[config.mk]
export PLATFORM = sky130hd
export DESIGN_NAME = tea_cfg_regs
export DESIGN_NICKNAME = d
export VERILOG_FILES = /design/src/rtl/tea_pkg.sv /design/src/rtl/tea_cfg_regs.sv
export SDC_FILE = /design/constraint.sdc
export NUM_CORES = 1
export LEC_CHECK = 0
export BUFFER_PORTS_ARGS = -buffer_cell sky130_fd_sc_hd__buf_2
export CELL_PAD_IN_SITES_DETAIL_PLACEMENT = 1
export CELL_PAD_IN_SITES_GLOBAL_PLACEMENT = 2
export CORE_UTILIZATION = 38
export CTS_BUF_LIST = sky130_fd_sc_hd__clkbuf_16
export DETAILED_ROUTE_END_ITERATION = 10
export PLACE_DENSITY = 0.88
export SLEW_MARGIN = 20
export SYNTH_ARGS = -nofsm -noshare
export SYNTH_HDL_FRONTEND = slang
export SYNTH_SLANG_ARGS = --single-unit
[constraint.sdc]
create_clock -name clk_i -period 1.29 [get_ports clk_i]
set_clock_uncertainty 0.05 [all_clocks]
set_input_delay 0.129 -clock clk_i [delete_from_list [all_inputs] [get_ports clk_i]]
set_output_delay 0.129 -clock clk_i [all_outputs]
set_load 0.005 [all_outputs]
[src/rtl/tea_pkg.sv]
// Shared types, constants and the round mixing function of the TEA block.
package tea_pkg;

  localparam int unsigned WORD_W         = 32;
  localparam int unsigned CFG_IDX_W      = 3;
  localparam int unsigned ROUNDS_FIELD_W = 6;
  localparam int unsigned RCW            = 7;
  localparam int unsigned ROUND_COUNT_RST = 32;

  localparam logic [WORD_W-1:0] TEA_DELTA = 32'h9e37_79b9;

  typedef enum logic [CFG_IDX_W-1:0] {
    REG_KEY_WORD0   = 3'd0,
    REG_KEY_WORD1   = 3'd1,
    REG_KEY_WORD2   = 3'd2,
    REG_KEY_WORD3   = 3'd3,
    REG_ROUND_COUNT = 3'd4
  } reg_idx_e;

  typedef struct packed {
    logic [3:0][WORD_W-1:0] key;
    logic [RCW-1:0]         rounds;
    logic [WORD_W-1:0]      dec_sum;
  } cfg_t;

  typedef struct packed {
    logic              dec;
    logic [WORD_W-1:0] v0;
    logic [WORD_W-1:0] v1;
    logic [WORD_W-1:0] sum;
  } stage_t;

  function automatic logic [WORD_W-1:0] tea_mix(
    input logic [WORD_W-1:0] v,
    input logic [WORD_W-1:0] s,
    input logic [WORD_W-1:0] ka,
    input logic [WORD_W-1:0] kb
  );
    return ((v << 4) + ka) ^ (v + s) ^ ((v >> 5) + kb);
  endfunction

endpackage

[src/rtl/tea_cfg_regs.sv]
// Configuration registers: key words, saturated round count and decrypt start sum.
module tea_cfg_regs #(
  parameter int unsigned MAX_ROUNDS = 32
) (
  input  logic                                clk_i,
  input  logic                                rst_ni,
  input  logic                                cfg_we_i,
  input  logic [tea_pkg::CFG_IDX_W-1:0]       cfg_idx_i,
  input  logic [tea_pkg::WORD_W-1:0]          cfg_wdata_i,
  output tea_pkg::cfg_t                       cfg_o
);
  import tea_pkg::*;

  localparam int unsigned PW = WORD_W + RCW;
  localparam logic [RCW-1:0] MAX_C = RCW'(MAX_ROUNDS);
  localparam logic [RCW-1:0] ROUNDS_RST =
    (ROUND_COUNT_RST > MAX_ROUNDS) ? RCW'(MAX_ROUNDS) : RCW'(ROUND_COUNT_RST);
  localparam logic [PW-1:0] DEC_RST_P = PW'(TEA_DELTA) * PW'(ROUNDS_RST);

  logic [3:0][WORD_W-1:0] key_q, key_d;
  logic [RCW-1:0]         rounds_q, rounds_d;
  logic [WORD_W-1:0]      dec_sum_q, dec_sum_d;
  logic [RCW-1:0]         wr_rounds, wr_sat;
  logic [PW-1:0]          wr_prod;

  assign wr_rounds = RCW'(cfg_wdata_i[ROUNDS_FIELD_W-1:0]);
  assign wr_sat    = (wr_rounds > MAX_C) ? MAX_C : wr_rounds;
  assign wr_prod   = PW'(TEA_DELTA) * PW'(wr_sat);

  always_comb begin
    key_d     = key_q;
    rounds_d  = rounds_q;
    dec_sum_d = dec_sum_q;
    if (cfg_we_i) begin
      unique case (reg_idx_e'(cfg_idx_i))
        REG_KEY_WORD0: key_d[0] = cfg_wdata_i;
        REG_KEY_WORD1: key_d[1] = cfg_wdata_i;
        REG_KEY_WORD2: key_d[2] = cfg_wdata_i;
        REG_KEY_WORD3: key_d[3] = cfg_wdata_i;
        REG_ROUND_COUNT: begin
          rounds_d  = wr_sat;
          dec_sum_d = wr_prod[WORD_W-1:0];
        end
        default: ;
      endcase
    end
  end

  always_ff @(posedge clk_i or negedge rst_ni) begin
    if (!rst_ni) begin
      key_q     <= '0;
      rounds_q  <= ROUNDS_RST;
      dec_sum_q <= DEC_RST_P[WORD_W-1:0];
    end else begin
      key_q     <= key_d;
      rounds_q  <= rounds_d;
      dec_sum_q <= dec_sum_d;
    end
  end

  assign cfg_o.key     = key_q;
  assign cfg_o.rounds  = rounds_q;
  assign cfg_o.dec_sum = dec_sum_q;

endmodule

==> results by stage <==
Run status:
- The run finished, with violations left.
- The final reports fail on setup timing.

CTS:
- The number of CTS-inserted buffers is 17.
- The clock tree root driver cell is clkbuf_16.
- The CTS sink count is 163.
- The clock-pin slew of the registers on the worst-case setup and hold paths is 0.08 ns.
- For the worst-skew pair, the clock arrives at the later sink with an insertion delay of 0.43 ns.
- The H-tree was split into 4 levels.
- The CTS tree is yes.
- The number of buffers between clock root and the deepest sink is 2.

Global route:
- The number of global-route vias before repair came to 7928.
- Global routing used 24.8% of the available tracks.
- Entering global routing, the biggest net connects 37 pins.
- The number of antenna violations at the first check in global routing came to 1.
- The remaining global-route overflow is 0.
- The wire length of the first global-routing pass is 44900 um.

Timing:
- Setup repair after global routing could not meet its margin everywhere.
- The count of endpoints failing hold in the final timing report is 0.
- Setup slack on the critical path of the routed design comes to -2.23 ns.
- The post-route clock period utilization is 273%.
- The worst path in the final design needs a cycle of 3.52 ns, including I/O delays and setup.
- The final setup TNS is -48.82 ns.
- The maximum clock frequency is 284 MHz.
- The count of endpoints failing setup in the final report is 27.
- The final count of pins violating max slew is 0.

Layout:
- The non-filler instance count after layout is 1400.
- The final core utilization is 56.8%.
- From synthesis to final layout, the design area changed by 47.3%.
- The final net count is 1217.
- The proportion of layout cells with a drive suffix above 1 is 57.8%.
- Summing all non-filler instances in the final layout gives an area of 0.0128 sq mm.

Routing:
- For this run, design rule violations remaining after detail routing come to 0.
- The per-cell via count in the routed design is 5.09.
- The routed wire length is 29300 um.
- The number of nets still failing antenna checks after routing is 0.
- Summing over every cut layer, the via total after detailed routing is 7122.
- Dividing the detail-routed wire length by the instance count gives 21.0 um.
- The number of design-rule violations left by the first detailed-router iteration is 279.
- The detailed-router iteration count before antenna repair is 4.

Placed design:
- Summing all placed instances gives a cell area of 0.0113 sq mm.
- The global placer's final weighted congestion is 0.857.
- The HPWL after detailed placement is 20000 um.
- The number of buffers added on ports is 203.
- Once placement completed, the tool counted placed cells totaling 1322.

Die:
- The die extent in x is 153 um.
- After floorplanning, the core was divided into 55 placement rows.
- The placeable core region is 0.0226 sq mm.
- The vertical die dimension is 153 um.
- The number of I/O pins is 205.
- The initial standard-cell utilization of the core is 38.6%.
- The die covers 0.0235 sq mm.

Synth:
- The top cell type by area accounts for 41.7% of the synthesized area.
- The most common cell in the synthesized netlist is dfrtp_1.
- The total number of yosys warnings is 0.
- Dividing the synthesized area by the synthesized cell count gives 12.0 sq um.
- After synthesis the cells add up to 0.00871 sq mm.
- The sequential cell area fraction in the yosys report is 47.1%.
- dfrtp_1 takes more of the synthesized area than any other cell.
- For this run, the leading register cell type out of synthesis is dfrtp_1.
- The number of synthesized flops with an enable pin is 0.
- Sorting the synthesized cells by area gives the leading types as dfrtp_1 42%, mux2_2 17%, fa_1 7.1%.
- For this run, asynchronously set or reset flops after synthesis account for 100%.
- Counting flops and latches in the post-synthesis netlist gives 163.
- By count the netlist is led by 145 x dfrtp_1, 129 x mux2_2, 70 x inv_1, 57 x nand2_1, 48 x ha_1.
- Synthesis produced a netlist whose cell count is 723.
- Counting distinct cell types in the post-synthesis netlist gives 56.

Setup path:
- The startpoint of the most critical register-to-register path is cfg_o[121].
- The largest individual stage delay along the critical path comes from the cell fa_1.
- Counting stages on the worst path, the most repeated cell is inv_2.
- Along the worst path, the maximum fanout reaches 4.
- The kind of cell adding the most delay to the critical path is adder cells.
- The worst setup slack for register-to-register paths is 0.36 ns.
- For the worst setup path, the data arrival time is 3.83 ns.
- The worst setup path is captured at a flip-flop.
- STA classifies the critical path startpoint as an input port.
- The signal on the critical path passes through buf_8 > nand2b_4 > fa_1 > inv_2 > ha_4 > inv_2 > fa_1 > inv_2 > ha_4 > fa_2 > a21o_1 > a221oi_4 > o32a_4 > nand2_8 > buf_6 > a21oi_2 > xor2_1 > o21ai_1.
- The launch point of the critical path is cfg_wdata_i[5].
- The critical path class is in -> reg.
- For this run, the slowest stage of the critical path takes 0.56 ns.
- Counting both buffers and inverters, the worst setup path holds a total of 5.
- At the worst endpoint, the required time is 1.60 ns.

Min path:
- The hold path startpoint is cfg_wdata_i[4].
- The class of the most critical hold timing path is in -> reg.

Flow run:
- The tool flagged a number of max-cap violations equal to 0.

Power:
- Across the VDD grid, the largest voltage drop is 0.869 mV.
- Power spread over the standard cell area amounts to 1740 mW/mm^2.
- The static leakage is 6.26 nW.
==> metrics by stage <==
step           power (mW)  setup slack (ns)  hold slack (ns)
2_1_floorplan        11.5             -2.52           -0.217
3_3_place_gp         15.3             -2.61         -0.00140
3_5_place_dp         15.7             -2.70         -0.00506
4_1_cts              21.8             -2.14         0.000259
5_1_grt              23.5             -2.32           0.0303
6_report             22.4             -2.23           0.0226
==> registers in the layout, summed over array words and instances, names as in the netlist <==
| register | count |
|---|---|
| cfg_o | 128 |
| dec_sum_q | 32 |
| rounds_q | 3 |
==> placed cells by master, fill, tap and decap left out, types with 25 or more instances in the layout <==
cell type and n:
nand2_1 54, mux2_2 128, buf_4 137, ha_1 28, dfrtp_1 145, fa_1 28
inv_1 54, buf_2 198, o21ai_1 25, dlygate4sd3_1 28
==> where the power goes <==
| part | switching (mW) | internal [mW] | total, mW | leakage (nW) |
|---|---|---|---|---|
| registers | 0.719 | 6.60 | 7.32 | 1.94 |
| logic | 4.88 | 5.05 | 9.93 | 4.03 |
| clock network | 2.55 | 2.59 | 5.14 | 0.287 |
==> logic make-up (layout without fill, tap and decap cells) <==
kind of cell	Yosys count	in the layout	share of synthesized area (%)
AO/OA/AOI/OAI	101	101	8.09
other	2	8	0.0862
flip-flops	163	163	47.1
adder cells (fa/ha/maj)	79	79	14.0
XOR/XNOR	25	25	2.51
buffers and inverters	107	493	4.94
multiplexers	133	133	17.2
AND/OR/NAND/NOR	113	113	6.10
==> final timing paths <==
check,end,depth (start not counted)
worst min register to register,dec_sum_q[8],2
worst max register to register,cfg_o[121],1
max in group asynchronous,cfg_o[92],3
worst min-delay path,cfg_o[43],3
min in group asynchronous,cfg_o[152],2
worst max-delay path,dec_sum_q[23],18
==> timing repair <==
action	CTS	global route
hold buffers	28	0
gates resized for setup	76	51
endpoints found under the hold margin	250	0
setup buffers	13	11
pin swaps	51	58
setup endpoints to repair	29	30
==> layer usage <==
layer / share of wire, % / GRT usage, % / up-vias
met5: 0 / 0 / -
met4: 4.1 / 12.1 / 0
met3: 3.0 / 4.08 / 73
met2: 53 / 45.0 / 186
met1: 40 / 28.3 / 3655
li1: - / - / 3208
==> cell type report <==
class | count | area (sq um)
multi-input cells | 457 | 4840
clock inverters | 15 | 156
inverters | 70 | 270
fillers | 2380 | 9740
diodes | 2 | 5.00
flip-flops and latches | 163 | 4100
clock buffers | 17 | 425
repair buffers | 391 | 2670
well taps | 285 | 357
Power figures use the tool's default switching activity.
