===== config.mk =====
export PLATFORM = sky130hd
export DESIGN_NAME = tea_round_cell
export DESIGN_NICKNAME = d
export VERILOG_FILES = /design/src/rtl/tea_pkg.sv /design/src/rtl/tea_round_cell.sv
export SDC_FILE = /design/constraint.sdc
export NUM_CORES = 1
export LEC_CHECK = 0
export BUFFER_PORTS_ARGS = -buffer_cell sky130_fd_sc_hd__clkbuf_2
export CAP_MARGIN = 20
export CORE_UTILIZATION = 37
export DETAILED_ROUTE_END_ITERATION = 16
export SLEW_MARGIN = 20
export SYNTH_ARGS = -nofsm -noshare
export SYNTH_HDL_FRONTEND = slang
export SYNTH_SLANG_ARGS = --single-unit
export TNS_END_PERCENT = 100

===== constraint.sdc =====
create_clock -name clk_i -period 1.55 [get_ports clk_i]
set_input_delay 0.31 -clock clk_i [delete_from_list [all_inputs] [get_ports clk_i]]
set_output_delay 0.31 -clock clk_i [all_outputs]
set_load 0.005 [all_outputs]

===== src/rtl/tea_pkg.sv =====
// Shared types, constants and the round mixing function of the TEA block.
package tea_pkg;

  localparam int unsigned WORD_W         = 32;
  localparam int unsigned CFG_IDX_W      = 3;
  localparam int unsigned ROUNDS_FIELD_W = 6;
  localparam int unsigned RCW            = 7;
  localparam int unsigned ROUND_COUNT_RST = 32;

  localparam logic [WORD_W-1:0] TEA_DELTA = 32'h9e37_79b9;

  typedef enum logic [CFG_IDX_W-1:0] {
    REG_KEY_WORD0   = 3'd0,
    REG_KEY_WORD1   = 3'd1,
    REG_KEY_WORD2   = 3'd2,
    REG_KEY_WORD3   = 3'd3,
    REG_ROUND_COUNT = 3'd4
  } reg_idx_e;

  typedef struct packed {
    logic [3:0][WORD_W-1:0] key;
    logic [RCW-1:0]         rounds;
    logic [WORD_W-1:0]      dec_sum;
  } cfg_t;

  typedef struct packed {
    logic              dec;
    logic [WORD_W-1:0] v0;
    logic [WORD_W-1:0] v1;
    logic [WORD_W-1:0] sum;
  } stage_t;

  function automatic logic [WORD_W-1:0] tea_mix(
    input logic [WORD_W-1:0] v,
    input logic [WORD_W-1:0] s,
    input logic [WORD_W-1:0] ka,
    input logic [WORD_W-1:0] kb
  );
    return ((v << 4) + ka) ^ (v + s) ^ ((v >> 5) + kb);
  endfunction

endpackage


===== src/rtl/tea_round_cell.sv =====
// One half round of TEA: update one block word and hand the transaction on.
module tea_round_cell #(
  parameter int unsigned ROUND_IDX   = 0,
  parameter bit          SECOND_HALF = 1'b0
) (
  input  logic                               clk_i,
  input  logic                               rst_ni,
  input  logic                               en_i,
  input  logic                               valid_i,
  input  tea_pkg::stage_t                    data_i,
  input  logic [3:0][tea_pkg::WORD_W-1:0]    key_i,
  input  logic [tea_pkg::RCW-1:0]            rounds_i,
  output logic                               valid_o,
  output tea_pkg::stage_t                    data_o
);
  import tea_pkg::*;

  localparam logic [RCW-1:0] ROUND_C = RCW'(ROUND_IDX);

  logic              valid_q;
  stage_t            data_q, data_d;
  logic              active;
  logic              src_is_v0;
  logic [WORD_W-1:0] src, tgt, ka, kb, mix, tgt_new;

  assign active    = rounds_i > ROUND_C;
  assign src_is_v0 = data_i.dec ^ SECOND_HALF;
  assign src       = src_is_v0 ? data_i.v0 : data_i.v1;
  assign tgt       = src_is_v0 ? data_i.v1 : data_i.v0;
  assign ka        = src_is_v0 ? key_i[2] : key_i[0];
  assign kb        = src_is_v0 ? key_i[3] : key_i[1];
  assign mix       = tea_mix(src, data_i.sum, ka, kb);
  assign tgt_new   = data_i.dec ? (tgt - mix) : (tgt + mix);

  always_comb begin
    data_d = data_i;
    if (active) begin
      if (src_is_v0) begin
        data_d.v1 = tgt_new;
      end else begin
        data_d.v0 = tgt_new;
      end
      if (SECOND_HALF) begin
        data_d.sum = data_i.dec ? (data_i.sum - TEA_DELTA) : (data_i.sum + TEA_DELTA);
      end
    end
  end

  always_ff @(posedge clk_i or negedge rst_ni) begin
    if (!rst_ni) begin
      valid_q <= 1'b0;
    end else if (en_i) begin
      valid_q <= valid_i;
    end
  end

  always_ff @(posedge clk_i) begin
    if (en_i) begin
      data_q <= data_d;
    end
  end

  assign valid_o = valid_q;
  assign data_o  = data_q;

endmodule


==> impl_metrics.toml, run 1 <==
[die]
die-area_sq_um = 33500
fp.dieW_microns = 183
ios = 334
core-area_sq_um = 31900
row_count = 65
chipHeight_microns = 183
initial_core_util = 0.380

[critical_path]
cp_data_arrival_time_ns = 6.07
cp-start-kind = "input port"
r2r_setup_slack_ns = 0.79
crit_type = "in -> reg"
worstSetupEndpointType = "register"
worstPathRequired_ns = 1.69
critPathMaxFanout = 8

[yosys]
synth_edf_count = 97
synth_fp_nets = 1694
yosysTopAreaCellShare = 0.240
synthTopCellsByArea = "edfxtp_1 (24%), ha_1 (12%), mux2_2 (11%)"
synth_seq_cells = 98
ys_seq_area_frac = 0.242
synth_simple_gate_area_frac = 0.121
synth-xor-area-share = 0.152
postSynthCellCount = 1337
yosysUniqueCellTypes = 73
synth_compound_area_frac = 0.211
synth_top_family_by_area = "compound AO/OA/AOI/OAI gates"
syn_avg_cell_area_sq_um = 9.07
syn_area_sq_um = 12100
synthAdderAreaFrac = 0.127
synth_mux_area_frac = 0.121
synth_ff_type = "edfxtp_1"
async_reset_ff_frac = 0.0102
yosysWarnings = 0
synth_top_area_cell = "edfxtp_1"

[clock_network]
clk_path_buf_depth = 2
path_clk_slew_ns = 0.07
worstSkewPairLatency_ns = 0.38
cts_tree = "done"
root_buffer = "clkbuf_16"
cts_sinks = 98
cts_max_level = 3
numCtsBuffers = 9

[power]
clkPwrFrac = 0.078
seqPwrFrac = 0.130
p_int_mw = 20.4
p_comb_frac = 0.792
p_sw_frac = 0.409
power_leakage_nw = 9.28
peakVddDrop_mv = 0.843
p_per_area_nw_per_um2 = 1760
p_sw_mw = 14.1

[global_route]
grtUsageTotal = 0.257
grt_pass1_vias = 12900
grt_max_degree = 58
grt.overflow.total = 0
grt_antenna_before_repair = 0
grt_first_pass_wirelength_microns = 67000

[sta]
fin_skew_ns = 0
rsz0062_at_grt = "true"
final-hold-violation-count = 0
tns_ns = -195.59
timing.fmax_ghz = 0.169
min_period_ns = 5.93
post-route-period-util = 3.83
slew-limit-headroom = 0.597
drv_slew = 0
worst_slew_pin_slew_ns = 0.598
timing.final.ws_setup_ns = -4.38
setup_viol = 64
hold_slack_ns = 0.122

[min_path]
worstHoldPathType = "in -> reg"

[layout]
area_growth_pct = 62.0
final_common_cell = "buf_4"
final_cell_mix = "buf_4 (464), clkbuf_2 (331), nand2_1 (124)"
drive_above_1_share = 0.541
antenna_cells = 0
fillers = 2737
layout.nets = 2484

[job]
drv_cap = 0

[detailed_routing]
vias = 13100
dr.pass1.iters = 6
ant_nets = 0
drcViolationCount = 0
drt-initial-drc-count = 727
wl_per_cell_microns = 17.2
drt_wl_total_microns = 44100
viasPerCell = 5.10

[placed_design]
finalWeightedCongestion = 0.936
numPortBuffers = 333
dp.final_hpwl_microns = 37000

[status]
outcome = "finished with violations"
failed_checks = "negative setup slack"
[path summary, 6_finish.rpt]
kind | startpoint | depth (start not counted) | end
min reg2reg | valid_o | 1 | valid_o
min | data_i[26] | 1 | data_o[26]
max in group asynchronous | rst_ni | 2 | valid_o
max reg2reg | valid_o | 1 | valid_o
min in group asynchronous | rst_ni | 2 | valid_o
max | data_i[96] | 26 | data_o[95]
[cells by family (layout without fill, tap and decap cells)]
group	after synthesis	in the layout
adders and majority gates	121	121
and+or+nand+nor	305	305
AOI/OAI and AO/OA	406	406
xor gates and xnor gates	198	198
DFF	98	98
muxes	131	131
buffers and inverters	78	873
[power by group through the flow]
stage / clock, mW / combinational (mW) / sequential, mW
3_5_place_dp: 0 / 22.5 / 4.57
3_3_place_gp: 0 / 22.1 / 4.55
6_report: 2.69 / 27.4 / 4.49
4_1_cts: 2.75 / 24.9 / 4.51
2_1_floorplan: 0 / 12.5 / 4.67
5_1_grt: 2.81 / 29.6 / 4.57
[timing repair]
action / 4_1_cts / 5_1_grt
pin swaps: 76 / 71
resized for setup: 96 / 132
setup buffers: 22 / 14
cloned: 1 / 1
hold buffers: 1 / 0
endpoints found under the hold margin: 1 / 0
setup endpoints to repair: 64 / 64
[critical path: stages]
cell	delay (ns)
buf_16	0.13
buf_12	0.14
mux2_4	0.37
ha_1	0.37
and4_1	0.27
and3_1	0.21
o21ai_2	0.11
o211a_1	0.28
xnor2_1	0.15
xnor2_1	0.31
xor2_1	0.23
nor4b_4	0.26
and3_4	0.24
nand2_1	0.07
o31a_1	0.25
xnor2_1	0.15
ha_1	0.33
nand4_1	0.13
o22a_1	0.20
o211ai_1	0.16
a21oi_2	0.12
or4_4	0.51
and3_4	0.20
o21ba_1	0.16
mux2_4	0.27
xor2_1	0.14
[Yosys cell counts, types with 14 or more instances]
| library cell | number |
|---|---|
| xor2_1 | 52 |
| nand2_1 | 131 |
| ha_1 | 117 |
| nor3_1 | 16 |
| clkbuf_1 | 35 |
| a31oi_1 | 18 |
| a21oi_1 | 117 |
| xnor2_1 | 138 |
| nor2_1 | 52 |
| edfxtp_1 | 97 |
| o21bai_1 | 16 |
| inv_1 | 36 |
| nand2b_1 | 16 |
| and2_1 | 14 |
| nand3_1 | 20 |
| a21o_1 | 53 |
| o21ai_0 | 105 |
| mux2_2 | 118 |
[flip-flops by register name, summed over array words and instances, names as in the netlist]
register	cells
data_o	97
valid_o	1
[stage by stage]
stage | cell area [sq um] | cells | power (mW) | utilization | setup slack, ns
after floorplan | 12500 | 1337 | 17.1 | - | -4.93
after global placement | 18000 | 2521 | 26.7 | 0.564 | -4.91
after detailed placement | 18000 | 2521 | 27.0 | 0.564 | -5.05
after CTS | 19000 | 2558 | 32.2 | 0.596 | -4.30
after global routing | 19600 | 2567 | 37.0 | 0.616 | -4.57
final | 19600 | 2567 | 34.5 | 0.616 | -4.38
[area by class of cell]
class / instances / area, sq um / share of cell area
clock buffer: 11 / 233 / 0.0118
clock inverter: 5 / 108 / 0.00548
inverter: 36 / 135 / 0.00688
multi-input combinational: 1161 / 10100 / 0.516
sequential: 98 / 2940 / 0.150
tap: 435 / 544 / 0.0277
timing repair buffer: 821 / 5560 / 0.283
[metal layers]
| metal | vias up | global-route usage | part of all wire |
|---|---|---|---|
| li1 | 6559 | - | - |
| met1 | 6120 | 0.356 | 0.47 |
| met2 | 367 | 0.422 | 0.46 |
| met3 | 48 | 0.0203 | 0.043 |
| met4 | 0 | 0.0823 | 0.023 |
| met5 | - | 0 | 0 |
Power figures use the tool's default switching activity.
==> inputs of run 2 (changes only) <==
--- a/config.mk
+++ b/config.mk
@@ -9,6 +9,7 @@
 export CAP_MARGIN = 20
 export CORE_UTILIZATION = 37
 export DETAILED_ROUTE_END_ITERATION = 16
+export PLACE_DENSITY = 0.59
 export SLEW_MARGIN = 20
 export SYNTH_ARGS = -nofsm -noshare
 export SYNTH_HDL_FRONTEND = slang
==> run 2 against run 1 <==
Net effect:
- the run still ends with negative setup slack left
- non-clock buffer count increased by 27
- sequential share of layout area down 0.23 points
- hold slack improved by 0.00094 ns
- critical path type unchanged
- critical endpoint unchanged
- largest cell class unchanged
- largest power group unchanged
==> impl_metrics.toml, run 2 (synthesis gave the netlist of run 1 again) <==
[layout]
final_cell_mix = "buf_4 (486), clkbuf_2 (331), nand2_1 (125)"
fillers = 2783
largest_reg_flops = 97
layout.nets = 2511
fin_util = 0.626
final_common_cell = "buf_4"
antenna_cells = 0
area_growth_pct = 64.5
drive_above_1_share = 0.550

[clock_network]
cts_max_level = 3
numCtsBuffers = 9
cts_sinks = 98
clk_path_buf_depth = 2
cts_tree = "done"
path_clk_slew_ns = 0.08
worstSkewPairLatency_ns = 0.37
root_buffer = "clkbuf_16"

[placed_design]
dp.final_hpwl_microns = 36900
post-place-ws_ns = -5.01
numPortBuffers = 333
finalWeightedCongestion = 0.901

[detailed_routing]
highest_layer = "met4"
wl_met3_microns = 1750
wl_per_cell_microns = 17.0
m1WireLength_microns = 21300
vias = 13200
wl_met2_microns = 20200
viasPerCell = 5.10
drcViolationCount = 0
drt_wl_total_microns = 44200
dr.pass1.iters = 5
drt-initial-drc-count = 693
ant_nets = 0

[min_path]
hold_depth = 1
worstHoldPathType = "in -> reg"
hold_end = "data_o[29]"
hp-start = "data_i[29]"

[sta]
drv_slew = 0
final-hold-violation-count = 0
timing.final.ws_setup_ns = -4.30
min_period_ns = 5.85
worst_slew_pin_slew_ns = 0.503
setup_viol = 64
timing.fmax_ghz = 0.171
post-route-period-util = 3.77
fin_skew_ns = 0
rsz0062_at_grt = "true"
slew-limit-headroom = 0.663
tns_ns = -195.87

[die]
initial_core_util = 0.380
die-area_sq_um = 33500
chipHeight_microns = 183
ios = 334
fp.dieW_microns = 183
core-area_sq_um = 31900
row_count = 65

[global_route]
grt_pass1_vias = 13000
grt.overflow.total = 0
grtUsageTotal = 0.262
grt_antenna_before_repair = 0
grt_max_degree = 61
grt_first_pass_wirelength_microns = 67900

[critical_path]
cp_data_arrival_time_ns = 5.99
slowest_delay_ns = 0.50
path_buf_inv = 2
r2r_setup_slack_ns = 0.80
reg2reg_to = "valid_o"
reg2reg_depth = 1
slowest_stage = "or4_4"
crit_type = "in -> reg"
worstSetupEndpointType = "register"
reg2reg_from = "valid_o"
cp-start-kind = "input port"
critPathMaxFanout = 8
path_delay_family = "compound AO/OA/AOI/OAI gates"
crit_path_start = "data_i[96]"
worstPathRequired_ns = 1.69

[status]
outcome = "finished with violations"
failed_checks = "negative setup slack"

[power]
p_sw_frac = 0.409
p_comb_frac = 0.795
power_leakage_nw = 9.46
p_int_mw = 20.3
clkPwrFrac = 0.074
peakVddDrop_mv = 0.916
p_sw_mw = 14.1
p_per_area_nw_per_um2 = 1730
seqPwrFrac = 0.130

[job]
drv_cap = 0
## run 2: power groups by stage
stage	combinational [mW]	sequential, mW	clock (mW)
2_1_floorplan	12.5	4.67	0
3_3_place_gp	22.1	4.54	0
3_5_place_dp	22.5	4.56	0
4_1_cts	24.6	4.50	2.61
5_1_grt	29.6	4.57	2.68
6_report	27.4	4.48	2.56
## run 2: worst max-delay path by stage
stage,depth (start not counted),end
global route,27,data_o[95]
global placement,27,data_o[62]
finish,26,data_o[95]
detailed placement,29,data_o[95]
floorplan,30,data_o[95]
CTS,27,data_o[95]
## run 2: what timing repair did
action	4_1_cts	5_1_grt
endpoints found under the hold margin	1	0
buffers inserted	23	16
cloned	2	0
pin swaps	74	69
hold buffers	1	0
gates resized for setup	137	103
setup endpoints to repair	64	64
## run 2: metrics by stage
step | hold WS (ns) | power (mW) | cells | cell area (sq um)
after floorplan | 0.0144 | 17.1 | 1337 | 12500
after global placement | 0.0851 | 26.7 | 2540 | 18200
after detailed placement | 0.0868 | 27.1 | 2540 | 18200
after CTS | 0.104 | 31.7 | 2581 | 19400
after global routing | 0.115 | 36.8 | 2594 | 19900
final | 0.123 | 34.4 | 2594 | 19900
## run 2: area by class of cell
class | instances | area [sq um] | share of cell area
inverters | 36 | 135 | 0.00677
well taps | 435 | 544 | 0.0273
repair buffers | 848 | 5800 | 0.291
clock buffers | 9 | 225 | 0.0113
flip-flops and latches | 98 | 2940 | 0.147
clock inverters | 7 | 100 | 0.00502
multi-input cells | 1161 | 10200 | 0.512
## run 2: metal layers
metal	global-route usage	vias to the layer above
met4	0.0733	0
met5	0	-
met3	0.0230	38
met2	0.428	322
li1	-	6590
met1	0.367	6270
